==> config.mk <==
export PLATFORM = sky130hd
export DESIGN_NAME = bakery_ticket_arbiter_top
export DESIGN_NICKNAME = d
export VERILOG_FILES = /design/src/design/bta_pkg.sv /design/src/design/bakery_ticket_arbiter_top.sv
export SDC_FILE = /design/constraint.sdc
export NUM_CORES = 1
export LEC_CHECK = 0
export BUFFER_PORTS_ARGS = -buffer_cell sky130_fd_sc_hd__buf_2
export CAP_MARGIN = 40
export CORE_MARGIN = 2
export CORE_UTILIZATION = 50
export DETAILED_ROUTE_END_ITERATION = 10
export PLACE_DENSITY_LB_ADDON = 0.1
export SYNTH_ARGS = -nofsm -noshare
export SYNTH_HDL_FRONTEND = slang
export SYNTH_SLANG_ARGS = --single-unit
==> constraint.sdc <==
create_clock -name clk -period 9.54 [get_ports clk]
set_input_delay 0.954 -clock clk [delete_from_list [all_inputs] [get_ports clk]]
set_output_delay 0.954 -clock clk [all_outputs]
set_load 0.005 [all_outputs]
==> src/design/bta_pkg.sv <==
// Package for the bakery ticket arbiter: request modes, field widths, stream widths and the active-count reset value.
// No dependencies.
`timescale 1ns / 1ps
`default_nettype none
package bta_pkg;

	localparam int MODE_W      = 2;
	localparam int THREAD_W    = 4;
	localparam int CFG_W       = 5;
	localparam int TICKET_W    = 16;
	localparam int IN_TDATA_W  = 8;
	localparam int OUT_TDATA_W = 24;

	localparam logic [MODE_W-1:0] MODE_TAKE    = 2'd0;
	localparam logic [MODE_W-1:0] MODE_POLL    = 2'd1;
	localparam logic [MODE_W-1:0] MODE_RELEASE = 2'd2;

	localparam logic [CFG_W-1:0] ACTIVE_RESET = 5'd16;

endpackage
`default_nettype wire

==> src/design/bakery_ticket_arbiter_top.sv <==
// Bakery ticket arbiter: ticket table in a synchronous RAM, one scan per request.
// Depends on bta_pkg.
`timescale 1ns / 1ps
`default_nettype none
// Each request (take a ticket, poll for the grant, release) is answered by one
// result. The block scans the active slots of the ticket RAM, one read per
// cycle, collecting the largest ticket and the lowest other nonzero ticket, then
// writes the slot back and loads the result register. A request scans n slots, n
// being the effective active thread count, and then passes a drain state before
// its result; a request naming an inactive slot skips the scan. The write-back
// waits while the previous result is still unread on the output.
// A new request is accepted while the previous result waits on the output.
// Ticket valid bits are cleared by reset, so no clearing pass is needed.
// active_threads may be written only while the block is idle.
module bakery_ticket_arbiter_top #(
	parameter int MAX_THREADS = 16,
	parameter int TICKET_BITS = 16
) (
	input  wire                              clk,
	input  wire                              arst_n,
	input  wire                              s_tvalid,
	output logic                             s_tready,
	// [1:0] mode, [5:2] thread_index, [7:6] zero
	input  wire  [bta_pkg::IN_TDATA_W-1:0]   s_tdata,
	output logic                             m_tvalid,
	input  wire                              m_tready,
	// [15:0] ticket, [16] granted, [17] ticket_saturated, [23:18] zero
	output logic [bta_pkg::OUT_TDATA_W-1:0]  m_tdata,
	input  wire                              cfg_valid,
	output logic                             cfg_ready,
	input  wire  [bta_pkg::CFG_W-1:0]        cfg_data
);

	localparam int AW = (MAX_THREADS > 1) ? $clog2(MAX_THREADS) : 1;
	localparam int CW = bta_pkg::CFG_W;
	localparam logic [CW:0] MAX_N = (MAX_THREADS > 31) ? 6'd31 : 6'(MAX_THREADS);

	localparam logic [1:0] ST_IDLE  = 2'd0;
	localparam logic [1:0] ST_SCAN  = 2'd1;
	localparam logic [1:0] ST_DRAIN = 2'd2;
	localparam logic [1:0] ST_DONE  = 2'd3;

	logic [1:0]                     state_q;
	logic [CW-1:0]                  active_q;
	logic [CW-1:0]                  n_eff;
	logic [bta_pkg::MODE_W-1:0]     mode_q;
	logic [bta_pkg::THREAD_W-1:0]   slot_q;
	logic                           inactive_q;
	logic [CW-1:0]                  idx_q;
	logic [CW-1:0]                  n_q;

	logic [TICKET_BITS-1:0]         ticket_mem_q [MAX_THREADS];
	logic [MAX_THREADS-1:0]         valid_q;
	logic [AW-1:0]                  rd_addr;
	logic [TICKET_BITS-1:0]         rd_data_s1;
	logic                           rd_hit_s1;
	logic                           rd_vld_s1;
	logic [CW-1:0]                  rd_idx_s1;
	logic [TICKET_BITS-1:0]         rd_val;

	logic [TICKET_BITS-1:0]         max_q;
	logic [TICKET_BITS-1:0]         min_q;
	logic [CW-1:0]                  min_idx_q;
	logic                           min_any_q;
	logic [TICKET_BITS-1:0]         old_q;

	logic                           accept;
	logic                           issue;
	logic                           done_go;
	logic [TICKET_BITS-1:0]         fresh;
	logic [TICKET_BITS-1:0]         mine;
	logic                           granted;
	logic                           sat;
	logic                           wr_en;
	logic [bta_pkg::MODE_W-1:0]     in_mode;
	logic [bta_pkg::THREAD_W-1:0]   in_slot;

	assign in_mode   = s_tdata[1:0];
	assign in_slot   = s_tdata[5:2];
	assign s_tready  = (state_q == ST_IDLE);
	assign accept    = s_tvalid & s_tready;
	assign cfg_ready = 1'b1;

	always_comb begin
		if (active_q == '0) begin
			n_eff = CW'(1);
		end else if ({1'b0, active_q} > MAX_N) begin
			n_eff = MAX_N[CW-1:0];
		end else begin
			n_eff = active_q;
		end
	end

	always_ff @(posedge clk or negedge arst_n) begin
		if (!arst_n) begin
			active_q <= bta_pkg::ACTIVE_RESET;
		end else if (cfg_valid && cfg_ready) begin
			active_q <= cfg_data;
		end
	end

	assign issue   = (state_q == ST_SCAN);
	assign done_go = (state_q == ST_DONE) && (!m_tvalid || m_tready);

	always_ff @(posedge clk or negedge arst_n) begin
		if (!arst_n) begin
			state_q <= ST_IDLE;
		end else begin
			case (state_q)
				ST_IDLE: begin
					if (accept) begin
						state_q <= ({1'b0, in_slot} >= n_eff) ? ST_DONE : ST_SCAN;
					end
				end
				ST_SCAN: begin
					if (idx_q == n_q - CW'(1)) begin
						state_q <= ST_DRAIN;
					end
				end
				ST_DRAIN: state_q <= ST_DONE;
				ST_DONE: begin
					if (done_go) begin
						state_q <= ST_IDLE;
					end
				end
				default: state_q <= ST_IDLE;
			endcase
		end
	end

	always_ff @(posedge clk) begin
		if (accept) begin
			mode_q     <= in_mode;
			slot_q     <= in_slot;
			n_q        <= n_eff;
			inactive_q <= ({1'b0, in_slot} >= n_eff);
			idx_q      <= '0;
		end else if (issue) begin
			idx_q <= idx_q + CW'(1);
		end
	end

	// ticket RAM, one read per scan cycle, written back at the end of a request
	assign rd_addr = AW'(idx_q);
	assign wr_en   = done_go && !inactive_q
		&& (mode_q == bta_pkg::MODE_TAKE || mode_q == bta_pkg::MODE_RELEASE);

	always_ff @(posedge clk) begin
		if (wr_en) begin
			ticket_mem_q[AW'(slot_q)] <= mine;
		end
		rd_data_s1 <= ticket_mem_q[rd_addr];
		rd_idx_s1  <= idx_q;
	end

	always_ff @(posedge clk or negedge arst_n) begin
		if (!arst_n) begin
			valid_q   <= '0;
			rd_hit_s1 <= 1'b0;
			rd_vld_s1 <= 1'b0;
		end else begin
			if (wr_en) begin
				valid_q[AW'(slot_q)] <= 1'b1;
			end
			rd_hit_s1 <= valid_q[rd_addr];
			rd_vld_s1 <= issue;
		end
	end

	assign rd_val = rd_hit_s1 ? rd_data_s1 : '0;

	// scan: running max over all slots, lowest nonzero ticket over the others
	always_ff @(posedge clk) begin
		if (accept) begin
			max_q     <= '0;
			min_q     <= '0;
			min_idx_q <= '0;
			min_any_q <= 1'b0;
			old_q     <= '0;
		end else if (rd_vld_s1) begin
			if (rd_val > max_q) begin
				max_q <= rd_val;
			end
			if (rd_idx_s1 == {1'b0, slot_q}) begin
				old_q <= rd_val;
			end else if (rd_val != '0 && (!min_any_q || rd_val < min_q)) begin
				min_q     <= rd_val;
				min_idx_q <= rd_idx_s1;
				min_any_q <= 1'b1;
			end
		end
	end

	always_comb begin
		fresh = (&max_q) ? max_q : TICKET_BITS'(max_q + 1'b1);
		case (mode_q)
			bta_pkg::MODE_TAKE:    mine = fresh;
			bta_pkg::MODE_RELEASE: mine = '0;
			default:               mine = old_q;
		endcase
		granted = (mine != '0) && (!min_any_q || mine < min_q
			|| (mine == min_q && {1'b0, slot_q} < min_idx_q));
		sat = (mode_q == bta_pkg::MODE_TAKE) && (&fresh);
	end

	always_ff @(posedge clk or negedge arst_n) begin
		if (!arst_n) begin
			m_tvalid <= 1'b0;
		end else if (done_go) begin
			m_tvalid <= 1'b1;
		end else if (m_tready) begin
			m_tvalid <= 1'b0;
		end
	end

	always_ff @(posedge clk) begin
		if (done_go) begin
			if (inactive_q) begin
				m_tdata <= '0;
			end else begin
				m_tdata <= {6'd0, sat, granted, bta_pkg::TICKET_W'(mine)};
			end
		end
	end

endmodule
`default_nettype wire
After elaboration in Yosys (flattened, before gate mapping)
Memories as Yosys holds them, arrays and structs flattened. A register that Yosys moved wholly into a read port is not among the register bits.
Index checks and enable logic that the tools add are counted.
- equality and inequality tests: 10
- bitwise logic cells: 3
- reductions and logical operators: 28
- multiplexer cells: 18
- $lt $le $gt $ge: 9
- add/sub/neg operators: 3
- operators with widths (cell ; count):
    < comparator 16 bit ; 2
    2-to-1 mux 16 bit ; 2
    one-hot mux 16 bit (2 select lines) ; 1
    AND reduction 16 bit ; 2
    nonzero test 16 bit ; 2
    adder 16 x 1 -> 16 bit, second input constant ; 1
    equality test 16 bit ; 1
    > comparator 16 bit ; 1
    OR 16 bit ; 1
    < comparator 4 x 5 -> 1 bit, second input constant ; 2
    2-to-1 mux 5 bit ; 2
    logical AND 1 bit ; 8
    2-to-1 mux 2 bit ; 4
    one-hot mux 2 bit (4 select lines) ; 1
    equality test 2 bit, second input constant ; 3
    2-to-1 mux 1 bit ; 6
    AND reduction 3 bit ; 2
    adder 5 x 1 -> 5 bit, second input constant ; 1
    equality test 5 x 4 -> 1 bit ; 1
    equality test 5 bit ; 1
    greater-or-equal comparator 4 x 5 -> 1 bit ; 1
    > comparator 5 bit, second input constant ; 1
    zero test 5 bit ; 1
    logical OR 1 bit ; 5
    other kinds (14) ; 19
- memory bits (writable): 256
- input bits: 18
- register bits: 126
- memories kept: 1
- memory list (name ; depth ; width ; read ports ; clocked after memory_dff ; wr ports ; line ; source):
    ticket_mem_q ; 16 ; 16 ; 1 ; 1 ; 1 ; bakery_ticket_arbiter_top.sv:52 ; logic [TICKET_BITS-1:0] ticket_mem_q [MAX_THREADS];

Depth between registers and ports, before layout
Gate-level depths: netlist (run 1).
- depth after elaboration: 7
- mapped depth: 16
- gate-level depth less buffers: 14

Worst setup path after synthesis (run 1)
OpenSTA, ideal clock, no wires.
- path kind: register to register
- start point: register max_q[1]
- end point: register m_tdata[16] (netlist bit) (data pin)
- stages on the path, launching flop included: 15
- period minus slack after synthesis: 4115 ps
- path buffers: 1
- data arrival time: 3940 ps
- path slack: 5425 ps
- cells stage by stage: dfxtp_1 -> ha_1 -> nand4_4 -> or4_4 -> buf_6 -> nand2_1 -> xnor2_1 -> o21ai_0 -> ha_1 -> a21o_1 -> a21o_1 -> a21oi_1 -> o21ai_0 -> o311a_1 -> a311oi_1
- cells in the longest elaborated chain, start to end: 7
- elaborated cells on any way between the ends: 11
- those cells by class: 1 x add/sub; 1 x order compare; 1 x eq/ne; 2 x mux; 6 x reduce/logical
- ends and longest elaborated chain (element ; line ; source):
    from (decl) ; bakery_ticket_arbiter_top.sv:61 ; logic [TICKET_BITS-1:0] max_q;
    from (signal assigned) ; bakery_ticket_arbiter_top.sv:182 ; max_q <= rd_val;
    adder 16 x 1 -> 16 bit / AND reduction 16 bit (equally long branches) ; bakery_ticket_arbiter_top.sv:195 ; fresh = (&max_q) ? max_q : TICKET_BITS'(max_q + 1'b1);
    2-to-1 mux 16 bit (*) ; bakery_ticket_arbiter_top.sv:195 ;
    one-hot mux 16 bit (2 select lines) (*) ; bakery_ticket_arbiter_top.sv:196 ; case (mode_q)
    net mine[9] ; bakery_ticket_arbiter_top.sv:71 ; logic [TICKET_BITS-1:0] mine;
    < comparator 16 bit / equality test 16 bit (equally long branches) ; bakery_ticket_arbiter_top.sv:201, bakery_ticket_arbiter_top.sv:202 ;
    logical OR 1 bit / logical AND 1 bit (equally long branches) ; bakery_ticket_arbiter_top.sv:201, bakery_ticket_arbiter_top.sv:202 ;
    logical OR 1 bit ; bakery_ticket_arbiter_top.sv:202 ; || (mine == min_q && {1'b0, slot_q} < min_idx_q));
    logical AND 1 bit (*) ; bakery_ticket_arbiter_top.sv:201 ; granted = (mine != '0) && (!min_any_q || mine < min_q
    to (signal assigned) ; bakery_ticket_arbiter_top.sv:221 ; m_tdata <= {6'd0, sat, granted, bta_pkg::TICKET_W'(mine)};
    to (decl) ; bakery_ticket_arbiter_top.sv:28 ; output logic [bta_pkg::OUT_TDATA_W-1:0] m_tdata,
The timed path passes the listed nets; every way through them passes the cells marked *.
A chain may end at the register's enable or synchronous reset.

Final worst setup path (run 1)
- start point: register max_q[0]
- end point: register m_tdata[16] (netlist bit) (data pin)
Same word-level chain as after synthesis.

==> metrics.md, run 1 <==
| Metric | Value |
|---|---|
| Routed wire length | 38.2 mm |
| Final Max Tran Viols | 0 |
| First DRT Iteration DRCs | about 680 |
| Starting Density | around 50% |
| CP endpoint kind | register |
| Global-route wire length before repair | slightly below 60 mm |
| Clk_lat worst skew | 0.54 ns |
| Die width | around 190 µm |
| R2R setup slack | slightly above 5 ns |
| CTS tree | built |
| Leading area contributor after synthesis | edfxtp_1 |
| Arrival time at the worst endpoint | about 4.7 ns |
| Post-synth cell types | 63 |
| Layout Cells excl Fill | ~1600 |
| Most common cell after layout, fill and taps aside | edfxtp_1 |
| Largest cells by area after synthesis | edfxtp_1 51%, mux4_2 11%, dfxtp_1 9.5% |
| Fin nets | about 1200 |
| Syn. warnings | 0 |
| Clk root buf | clkbuf_16 |
| Die extent in y | ~190 µm |
| Via Count | between 9000 and 10000 |
| Endpoints failing setup | 0 |
| Reg-to-Reg End | m_tdata[16] |
| DP Wirelength | between 20 and 25 mm |
| Crit start category | register |
| TritonCTS buffer count | 42 |
| Synth Area per Inst | 15.4 µm² |
| Vias/cell | roughly 5.7 |
| # rows | 67 |
| VDD IR max | between 150 and 200 µV |
| Critical path type | reg2reg |
| Max Freq | roughly 230 MHz |
| Yosys top cell area share | approximately half |
| Vias in the first global route | 9491 |
| Period utilization | between 40% and 50% |
| Leakage | between 7 and 8 nW |
| EDFF count, synth | ~290 |
| Worst hold slack | 0.396 ns |
| Reg2reg start | max_q[0] |
| Hold EP | rd_idx_s1[4] |
| Antenna-violating nets left | 0 |
| Seq/Total Area, Yosys | around 64% |
| P per Cell Area | 282 mW/mm² |
| Req. time, crit path | between 9 and 10 ns |
| Detailed Routing Iterations Pass 1 | 5 |
| Synthesis-stage register bit count | a little under 400 |
| Die area | between 0.03 and 0.04 mm² |
| CTS Buffer Depth | 3 |
| Max Fanout on Critical Path | 17 |
| Worst-margin pin slew | roughly 0.96 ns |
| H-tree depth | 2 |
| Post-CTS Resized | 0 |
| Post-Synthesis Cells | about 1100 |
| RSZ-0062 raised after global routing | no |
| Post-synthesis async set-or-reset flop share | under 10% |
| HP Start | idx_q[4] |
| Port bufs | 35 |
| DR WL/cell | between 20 and 25 µm |
| Setup TNS | 0 ns |
| Initial antenna violation count | 1 |
| Worst-path clk slew | roughly 0.060 ns |
| Layout cells sized above 1 | between 20% and 30% |
| Pin count of the biggest net entering global routing | 73 |
| DRC viols | 0 |
| Overall Global Routing Usage | around 22% |
| Outcome | finished, final reports clean |
| Clock skew | ~0.011 ns |
| Post-CTS setup buffers | 0 |
| Worst Reg2Reg Path Length in Cells | 13 |
| Final hold violation count | 0 |
| IO Count | 45 |
| Hold path cells | 0 |
| Dominant synthesized flop cell | edfxtp_1 |
| # diodes | 0 |
| CTS Hold Bufs | 0 |
| Routability cong. | 0.902 |
| Clk sinks | between 300 and 400 |
| Gr ovfl total | 0 |
| Area Growth Syn to Fin | 13.2% |
| Hold WC Path Type | reg2reg |
| Placed Cells incl. Taps | 1548 |
| Mapped Area | ~0.017 mm² |
| Relative slew slack | 35.8% |
| Most frequent cells in the layout | 286 x edfxtp_1, 85 x mux4_2, 79 x nor2_1 |
| Core box area | 0.0334 mm² |
| Final min period | between 4 and 5 ns |
| Max Cap Viol | 0 |
==> cell families after synthesis <==
logic type / share of synthesized area, %
compound gates: 3.96
xor+xnor: 1.35
fa+ha+maj: 4.53
buf+inv: 3.08
flops: 64.4
mux: 15.0
other cells: 0.0446
simple gates: 7.63
==> Yosys cell counts (3+ instances only) <==
| master | n |
|---|---|
| o211ai_1 | 3 |
| mux2_2 | 5 |
| dfxtp_1 | 80 |
| buf_1 | 7 |
| nand3b_1 | 3 |
| nor4_1 | 8 |
| o21ai_0 | 14 |
| nand3_1 | 12 |
| o31ai_1 | 4 |
| or2_2 | 20 |
| nand2b_1 | 10 |
| o21ai_1 | 4 |
| buf_4 | 11 |
| xnor2_1 | 19 |
| nor2_1 | 91 |
| a21o_1 | 23 |
| xor2_1 | 7 |
| clkbuf_1 | 45 |
| buf_2 | 3 |
| and2_1 | 17 |
| mux2i_1 | 55 |
| ha_1 | 61 |
| a21oi_1 | 24 |
| nand2_1 | 27 |
| or3_1 | 4 |
| mux4_2 | 85 |
| nor3_1 | 16 |
| inv_1 | 53 |
| edfxtp_1 | 286 |
| dfrtp_1 | 25 |
| nand4_1 | 23 |
| nor2b_1 | 13 |
==> critical path, cell delays in order (launching register included) <==
cell      delay (ns)
dfxtp_1         0.56
ha_1            0.35
nand4_4         0.21
or4_4           0.71
nand4_1         0.14
a32oi_1         0.19
inv_1           0.50
ha_1            0.23
nand4_1         0.15
or2_2           0.36
nor3_1          0.18
o21ai_0         0.17
o311a_1         0.18
a311oi_1        0.24
==> layout make-up <==
cell class | instances | area (µm²)
sequential | 392 | 10900
inverter | 53 | 199
tap | 448 | 561
fill | 2669 | 14300
clock inverter | 23 | 220
timing repair buffer | 67 | 455
clock buffer | 54 | 1210
multi-input combinational | 588 | 5550
==> power by group <==
| part | switching, mW | leakage [nW] | internal [mW] |
|---|---|---|---|
| sequential | 0.179 | 3.64 | 2.05 |
| combinational | 0.781 | 2.67 | 0.716 |
| clock | 0.670 | 0.705 | 0.981 |
| total | 1.63 | 7.02 | 3.74 |
==> flip-flops by register name, indices dropped and copies added (netlist names) <==
register	cells
rd_data_s1	16
m_tvalid	1
max_q	16
old_q	16
rd_vld_s1	1
idx_q	5
mode_q	2
state_q	2
n_q	5
ticket_mem_q	256
min_q	16
rd_hit_s1	1
min_any_q	1
slot_q	4
valid_q	16
inactive_q	1
min_idx_q	5
active_q	5
rd_idx_s1	5
m_tdata	18
==> routing by layer <==
metal	vias to the layer above	wire (µm)	GRT usage [%]
met5	-	0	0
met1	4684	16800	30.7
met4	0	1170	6.90
li1	4226	-	-
met3	80	1710	2.76
met2	254	18500	37.4
==> worst max path at each step <==
stage | start | to | slack [ns]
finish | max_q[0] | m_tdata[16] | 5.20
global route | max_q[0] | m_tdata[16] | 4.84
CTS | max_q[0] | m_tdata[16] | 5.17
detailed placement | max_q[0] | m_tdata[16] | 5.19
global placement | max_q[0] | m_tdata[16] | 5.19
floorplan | max_q[1] | m_tdata[16] | 5.43
==> stage by stage <==
stage / total power, mW / area [µm²] / util, % / worst slack [ns]
after floorplan: 3.32 / 16800 / - / 5.43
after global placement: 3.73 / 17600 / 52.6 / 5.19
after detailed placement: 3.77 / 17600 / 52.8 / 5.19
after CTS: 5.43 / 19000 / 57.1 / 5.17
after global routing: 5.64 / 19000 / 57.1 / 4.84
final: 5.37 / 19000 / 57.1 / 5.20
Power figures use the tool's default switching activity.
==> run 2, diff against run 1 <==
Settings changed: ABC_AREA set to 1.
Clock period 9.54 ns to 3.86 ns, I/O delays scaled along.
==> run 2 against run 1 <==
  * Fmax rose by 38%
  * Critical path type unchanged
  * Setup slack got worse by 4.5 ns
  * Clock skew rose by 0.020 ns
  * Sequential share of layout area fell by 1.4 points
  * Synthesized cell count rose by 51%
==> metrics.md, run 2 <==
| Metric | Value |
|---|---|
| Routed wire length | 44.5 mm (+17%) |
| Max Fanout on Critical Path | 17 (unchanged) |
| Clk_lat worst skew | 0.55 ns (about the same) |
| Area Growth Syn to Fin | 12.6% |
| Biggest regs | ticket_mem_q x256, m_tdata x18 |
| Die extent in y | 190 µm (+1.5%) |
| Post-synth cell types | 48 (-24%) |
| Post-synthesis async set-or-reset flop share | 6.63% (unchanged) |
| EDFF count, synth | 286 (unchanged) |
| Fin nets | 1782 (+46%) |
| Leakage | 7.77 nW (+11%) |
| Seq pwr share | 38.1% (-3.3 points) |
| CP max stage delay | 0.44 ns (-0.27 ns) |
| Antenna-violating nets left | 0 (unchanged) |
| Top cell by count, worst path | nand2_1 |
| Reg-to-Reg End | m_tdata[16] |
| Endpoints failing setup | 0 (unchanged) |
| Largest cells by area after synthesis | edfxtp_1 50%, dfxtp_1 9.2%, nor2_1 5.3% |
| Crit start category | register |
| Setup TNS | 0 ns (unchanged) |
| Worst-margin pin slew | 0.883 ns (-0.0798 ns) |
| Clock power frac | 25.2% (-5.5 points) |
| Synth cell count leaders | 286 x edfxtp_1, 246 x nor2_1, 208 x nand2_1, 176 x o21ai_0, 119 x inv_1 |
| Worst-path clk slew | 0.06 ns (about the same) |
| CTS tree | built |
| Syn. warnings | 0 (unchanged) |
| Vias/cell | 5.62 (-1.2%) |
| Die width | 190 µm (+1.5%) |
| Most frequent cells in the layout | 286 x edfxtp_1, 232 x nor2_1, 207 x nand2_1 |
| Starting Density | 50.5% (about the same) |
| H-tree depth | 2 (unchanged) |
| DRC viols | 0 (unchanged) |
| R2R setup slack | 0.72 ns (-4.47 ns) |
| Via Count | 12300 (+33%) |
| Most frequent cell after synthesis | edfxtp_1 |
| CP endpoint kind | register |
| HP Start | s_tdata[0] |
| Detailed Routing Iterations Pass 1 | 5 (unchanged) |
| Synth Area per Inst | 10.5 µm² (-32%) |
| Max Cap Viol | 0 (unchanged) |
| Outcome | finished, final reports clean |
| # rows | 68 (+1.5%) |
| First DRT Iteration DRCs | 1014 (+50%) |
| Reg2reg start | max_q[0] |
| Overall Global Routing Usage | 25.2% (+2.9 points) |
| NetSw | 5.87 mW (+260%) |
| Gr ovfl total | 0 (unchanged) |
| DR WL/cell | 20.3 µm (-14%) |
| Hold EP | mode_q[0] |
| Die area | 0.0362 mm² (+3.0%) |
| VDD IR max | 410 µV (+140%) |
| Post-Synthesis Cells | 1658 (+51%) |
| Slowest stage cell, crit path | dfxtp_1 |
| TritonCTS buffer count | 42 (unchanged) |
| Dominant synthesized flop cell | edfxtp_1 |
| Seq/Total Area, Yosys | 62.5% (-1.9 points) |
| Routability cong. | 0.907 (+0.57%) |
| CTS Buffer Depth | 3 (unchanged) |
| Worst Reg2Reg Path Length in Cells | 19 (+6) |
| Core box area | 0.0344 mm² (+3.0%) |
| # diodes | 0 (unchanged) |
| Synthesis-stage register bit count | 392 (unchanged) |
| Period utilization | 81.3% (+36 points) |
| Most common cell after layout, fill and taps aside | edfxtp_1 |
| Pwr Total | 15.3 mW (+180%) |
| RSZ-0062 raised after global routing | no |
| Comb pwr share | 36.7% (+8.9 points) |
| DP Wirelength | 27.4 mm (+19%) |
| Hold WC Path Type | in2reg |
| Initial antenna violation count | 1 (unchanged) |
| Leading area contributor after synthesis | edfxtp_1 |
| P per Cell Area | 783 mW/mm² (+180%) |
| IO Count | 45 (unchanged) |
| Max reg flops | 256 (unchanged) |
| Worst-path cell chain | ha_1, nand2_1, nor2_2, nand2_1, nor2_1, nand2_1, nand3_1, a21oi_1, inv_1, buf_4, ha_1, nand2_1, nor2_1, nand4_1, inv_1, a41oi_1, nand2_1, nand2_1, a21oi_1 |
| Yosys top cell area share | 49.5% (-1.5 points) |
| Sw frac | 38.4% (+8.1 points) |
| Relative slew slack | 41.2% (+5.3 points) |
| Critical path type | reg2reg |
| Arrival time at the worst endpoint | 3.43 ns (-1.27 ns) |
| Hold path cells | 1 (+1) |
| Req. time, crit path | 4.15 ns (-5.74 ns) |
| Clock skew | 0.0313 ns (+0.0204 ns) |
| Layout cells sized above 1 | 12.1% (-12 points) |
| Vias in the first global route | 11900 (+25%) |
| Final hold violation count | 0 (unchanged) |
| Max Freq | 319 MHz (+38%) |
| Final Max Tran Viols | 0 (unchanged) |
| Final min period | 3.14 ns (-1.21 ns) |
| Design area | 0.0195 mm² (+2.6%) |
| Clk root buf | clkbuf_16 |
| Clk sinks | 392 (unchanged) |
| Mapped Area | 0.0173 mm² (+3.1%) |
| Pin count of the biggest net entering global routing | 76 (+4.1%) |
| Placed cell area | 0.0182 mm² (+3.3%) |
| Port bufs | 35 (unchanged) |
| Global-route wire length before repair | 68.9 mm (+18%) |
| Int Pwr | 9.42 mW (+150%) |
| Largest reg by FF count | ticket_mem_q |
==> run 2: changes by cell type after synthesis, sizes merged, moves of 22 or more <==
cell,change
o221ai,+50
nand3,+70
nor2,+159
a21o,-22
mux2i,-55
a21oi,+79
o21ai,+164
inv,+70
nand2,+190
mux4,-85
==> run 2: what timing repair did <==
action,in CTS,in global routing
setup buffers,0,0
hold buffers,1,0
gates resized for setup,0,0
endpoints found under the hold margin,25,0
==> run 2: stage by stage <==
stage / instances / setup slack (ns) / utilization, % / hold slack (ns)
2_1_floorplan: 1663 / 0.733 / - / 0.0904
3_3_place_gp: 2112 / 0.804 / 52.9 / 0.389
3_5_place_dp: 2113 / 0.751 / 52.9 / 0.384
4_1_cts: 2192 / 0.742 / 56.8 / 0.0122
5_1_grt: 2192 / 0.433 / 56.8 / 0.0184
6_report: 2192 / 0.723 / 56.8 / 0.0250
==> run 2: layout make-up <==
cell class / count / area (µm²)
flip-flops and latches: 392 / 10800
well taps: 455 / 569
clock buffers: 55 / 1130
inverters: 124 / 468
multi-input cells: 1051 / 5660
repair buffers: 92 / 663
clock inverters: 23 / 200
fillers: 2957 / 14800
==> run 2: power groups by stage <==
stage	registers [mW]	clock network (mW)	logic, mW
2_1_floorplan	5.74	0	3.99
3_3_place_gp	5.89	0	5.44
3_5_place_dp	5.90	0	5.57
4_1_cts	5.82	3.92	5.59
5_1_grt	5.89	4.09	6.35
6_report	5.83	3.86	5.61
==> run 2: layer usage <==
layer  vias up  part of all wire (%)  global-route usage [%]
li1       5909                     -                       -
met1      5977                    45                    35.2
met2       369                    48                    41.6
met3        70                   4.9                    2.91
met4         0                   2.4                    7.54
met5         -                     0                       0
==> run 2: how the worst max path moves through the flow <==
stage                          start                 end  cells past startpoint
final                       max_q[0]         m_tdata[16]                     19
after global routing       rd_hit_s1            max_q[9]                     11
after CTS                   max_q[0]         m_tdata[16]                     19
after detailed placement    max_q[0]         m_tdata[16]                     19
after global placement      max_q[0]         m_tdata[16]                     19
after floorplan           state_q[0]  ticket_mem_q[0][0]                      5
==> run 2: logic make-up (layout without fill, tap and decap cells) <==
family | count (synthesis) | in the layout | synth area share [%]
simple gates | 596 | 596 | 14.7
flops | 392 | 392 | 62.5
compound gates | 377 | 377 | 12.5
buf+inv | 220 | 294 | 5.33
fa+ha+maj | 61 | 61 | 4.40
xor+xnor | 9 | 9 | 0.454
other cells | 2 | 7 | 0.0433
mux | 1 | 1 | 0.0649
==> run 2: worst max-delay path, delay by kind of cell, from the launching register on <==
family	cells	cell delay, ns
AND/OR/NAND/NOR	11	1.16
flip-flops	1	0.44
adder cells (fa/ha/maj)	2	0.53
buffers and inverters	3	0.38
AO/OA/AOI/OAI	3	0.37
==> run 3, diff against run 2 <==
Clock period 3.86 ns to 2.7 ns, I/O delays scaled along.
==> run 3 against run 2 <==
  * Worst hold slack better by 0.043 ns
  * Final area is 5.1% higher
  * Clock power is 52% higher
  * Setup slack worse by 0.63 ns
  * Largest power group is now combinational cells
  * Register-to-register slack worse by 0.63 ns
  * Total power is 51% higher
  * Sequential cell count stayed put
  * Critical path depth is 1 lower
  * Die area stayed put
  * Clock skew is 0.0020 ns higher
==> metrics.md, run 3 (synthesis gave the netlist of run 2 again) <==
| Metric | Value |
|---|---|
| P per Cell Area | 1120 mW/mm² (+44%) |
| Worst-margin pin slew | 0.675 ns (-0.207 ns) |
| Worst-path clk slew | 0.06 ns (about the same) |
| Hold WC Path Type | in2reg |
| CP bufs+invs | 3 (unchanged) |
| CTS Buffer Depth | 3 (unchanged) |
| HP Start | cfg_valid |
| Vias in the first global route | 11900 (+0.067%) |
| Hold path cells | 2 (+1) |
| Crit path launch | max_q[1] |
| H-tree depth | 2 (unchanged) |
| Vias/cell | 5.58 (-0.71%) |
| Max Freq | 383 MHz (+20%) |
| Clock skew | 0.0332 ns (+0.00197 ns) |
| Antenna-violating nets left | 0 (unchanged) |
| Die width | 190 µm (unchanged) |
| DR WL/cell | 19.8 µm (-2.6%) |
| DP Worst Slack | -0.0461 ns (-0.797 ns) |
| Leakage | 8.22 nW (+5.8%) |
| DRC viols | 0 (unchanged) |
| Area of the multi-input gates | 0.00590 mm² (+4.2%) |
| Outcome | finished, final reports clean |
| Core box area | 0.0344 mm² (unchanged) |
| Initial antenna violation count | 0 (-1) |
| Max Fanout on Critical Path | 4 (-13) |
| Req. time, crit path | 3.03 ns (-1.12 ns) |
| Die extent in y | 190 µm (unchanged) |
| Final hold violation count | 0 (unchanged) |
| Relative slew slack | 55.0% (+14 points) |
| Pwr Total | 23.1 mW (+51%) |
| Biggest regs | ticket_mem_q x256, m_tdata x18 |
| Die area | 0.0362 mm² (unchanged) |
| Period utilization | 96.7% (+15 points) |
| VDD IR max | 598 µV (+46%) |
| Area Growth Syn to Fin | 18.4% |
| Gr ovfl total | 0 (unchanged) |
| Top cell by count, worst path | nand2_1 |
| CP endpoint kind | register |
| Port bufs | 35 (unchanged) |
| Placed Cells incl. Taps | 2163 (+2.4%) |
| Reg-to-Reg End | m_tdata[16] |
| Fin nets | 1856 (+4.2%) |
| Clk sinks | 392 (unchanged) |
| Max Cap Viol | 0 (unchanged) |
| Crit start category | register |
| Largest reg by FF count | ticket_mem_q |
| DP Wirelength | 27.7 mm (+1.3%) |
| R2R setup slack | 0.09 ns (-0.63 ns) |
| Final min period | 2.61 ns (-0.528 ns) |
| Max reg flops | 256 (unchanged) |
| Critical path type | reg2reg |
| First DRT Iteration DRCs | 1036 (+2.2%) |
| Hold EP | active_q[4] |
| TritonCTS buffer count | 42 (unchanged) |
| Register area | 0.0109 mm² (+0.15%) |
| Reg2reg start | max_q[1] |
| Routed wire length | 44.8 mm (+0.68%) |
| Via Count | 12700 (+2.6%) |
| Layout Cells excl Fill | 2266 (+3.4%) |
| CP max stage delay | 0.37 ns (-0.07 ns) |
| Global-route wire length before repair | 68.5 mm (-0.47%) |
| Slowest stage cell, crit path | dfxtp_4 |
| Fin worst setup slack | 0.0902 ns (-0.632 ns) |
| Final Max Tran Viols | 0 (unchanged) |
| Starting Density | 50.5% (unchanged) |
| Fillers | 2871 (-2.9%) |
| Routability cong. | 0.899 (-0.93%) |
| Setup TNS | 0 ns (unchanged) |
| Levels on crit path | 18 (-1) |
| IO Count | 45 (unchanged) |
| CTS tree | built |
| Most common cell after layout, fill and taps aside | edfxtp_1 |
| Clk_lat worst skew | 0.58 ns (+0.03 ns) |
| Placed cell area | 0.0186 mm² (+2.4%) |
| Most frequent cells in the layout | 286 x edfxtp_1, 223 x nor2_1, 199 x nand2_1 |
| Worst Reg2Reg Path Length in Cells | 18 (-1) |
| Delay-heaviest family, CP | simple AND/OR/NAND/NOR gates |
| Pin count of the biggest net entering global routing | 137 (+80%) |
| Clk root buf | clkbuf_16 |
| Layout cells sized above 1 | 18.0% (+5.9 points) |
| Worst-path cell chain | buf_4, nand2_1, nor2_2, nand2_2, o21ai_2, nand3_2, a21oi_2, inv_2, ha_4, nand2_1, nor2_2, nand4_1, inv_2, nand2_1, nand2_1, nand2_1, nand2_1, a21oi_2 |
| Overall Global Routing Usage | 25.1% (-0.10 points) |
| Util after Layout | 59.8% (+2.9 points) |
| Endpoints failing setup | 0 (unchanged) |
| Worst hold slack | 0.0683 ns (+0.0434 ns) |
| Detailed Routing Iterations Pass 1 | 5 (unchanged) |
| # diodes | 0 (unchanged) |
| Design area | 0.0205 mm² (+5.1%) |
| Arrival time at the worst endpoint | 2.94 ns (-0.49 ns) |
| # rows | 68 (unchanged) |
==> run 3: cell types whose count changed in the layout (fill, tap and decap cells not counted), sizes merged <==
cell and delta:
buf +56, dlygate4sd3 +17, clkinv -3, bufinv +2, clkbuf +2, clkinvlp -1
nand2 +1
==> run 3: layout make-up <==
cell class / count / share of cell area [%]
multi-input cells: 1052 / 28.7
repair buffers: 165 / 6.37
well taps: 455 / 2.77
clock buffers: 57 / 5.68
clock inverters: 21 / 1.30
inverters: 124 / 2.27
flip-flops and latches: 392 / 52.9
==> run 3: worst max path at each step <==
| stage | end |
|---|---|
| global placement | m_tdata[16] |
| finish | m_tdata[16] |
| detailed placement | m_tdata[16] |
| floorplan | ticket_mem_q[7][0] |
| global route | m_tdata[16] |
| CTS | m_tdata[16] |
==> run 3: repair_timing <==
action	in CTS	in global routing
buffers inserted	1	5
pin swaps	1	20
endpoints found under the setup margin	1	1
endpoints found under the hold margin	37	0
cloned	0	1
hold buffers	18	0
gates resized for setup	4	57
==> run 3: metal layers <==
metal  up-vias  global-route usage, %  routed length [µm]
li1       6069                      -                   -
met1      6112                   32.8               19100
met2       372                   42.9               22100
met3        98                   3.26                2240
met4         0                   9.18                1450
met5         -                      0                   0
==> run 3: power breakdown <==
group	switching [mW]	total, mW	leakage (nW)	internal (mW)
Clock	2.42	5.88	0.710	3.46
Combinational	5.72	8.92	3.90	3.20
Sequential	0.500	8.28	3.61	7.78
Total	8.64	23.1	8.22	14.4
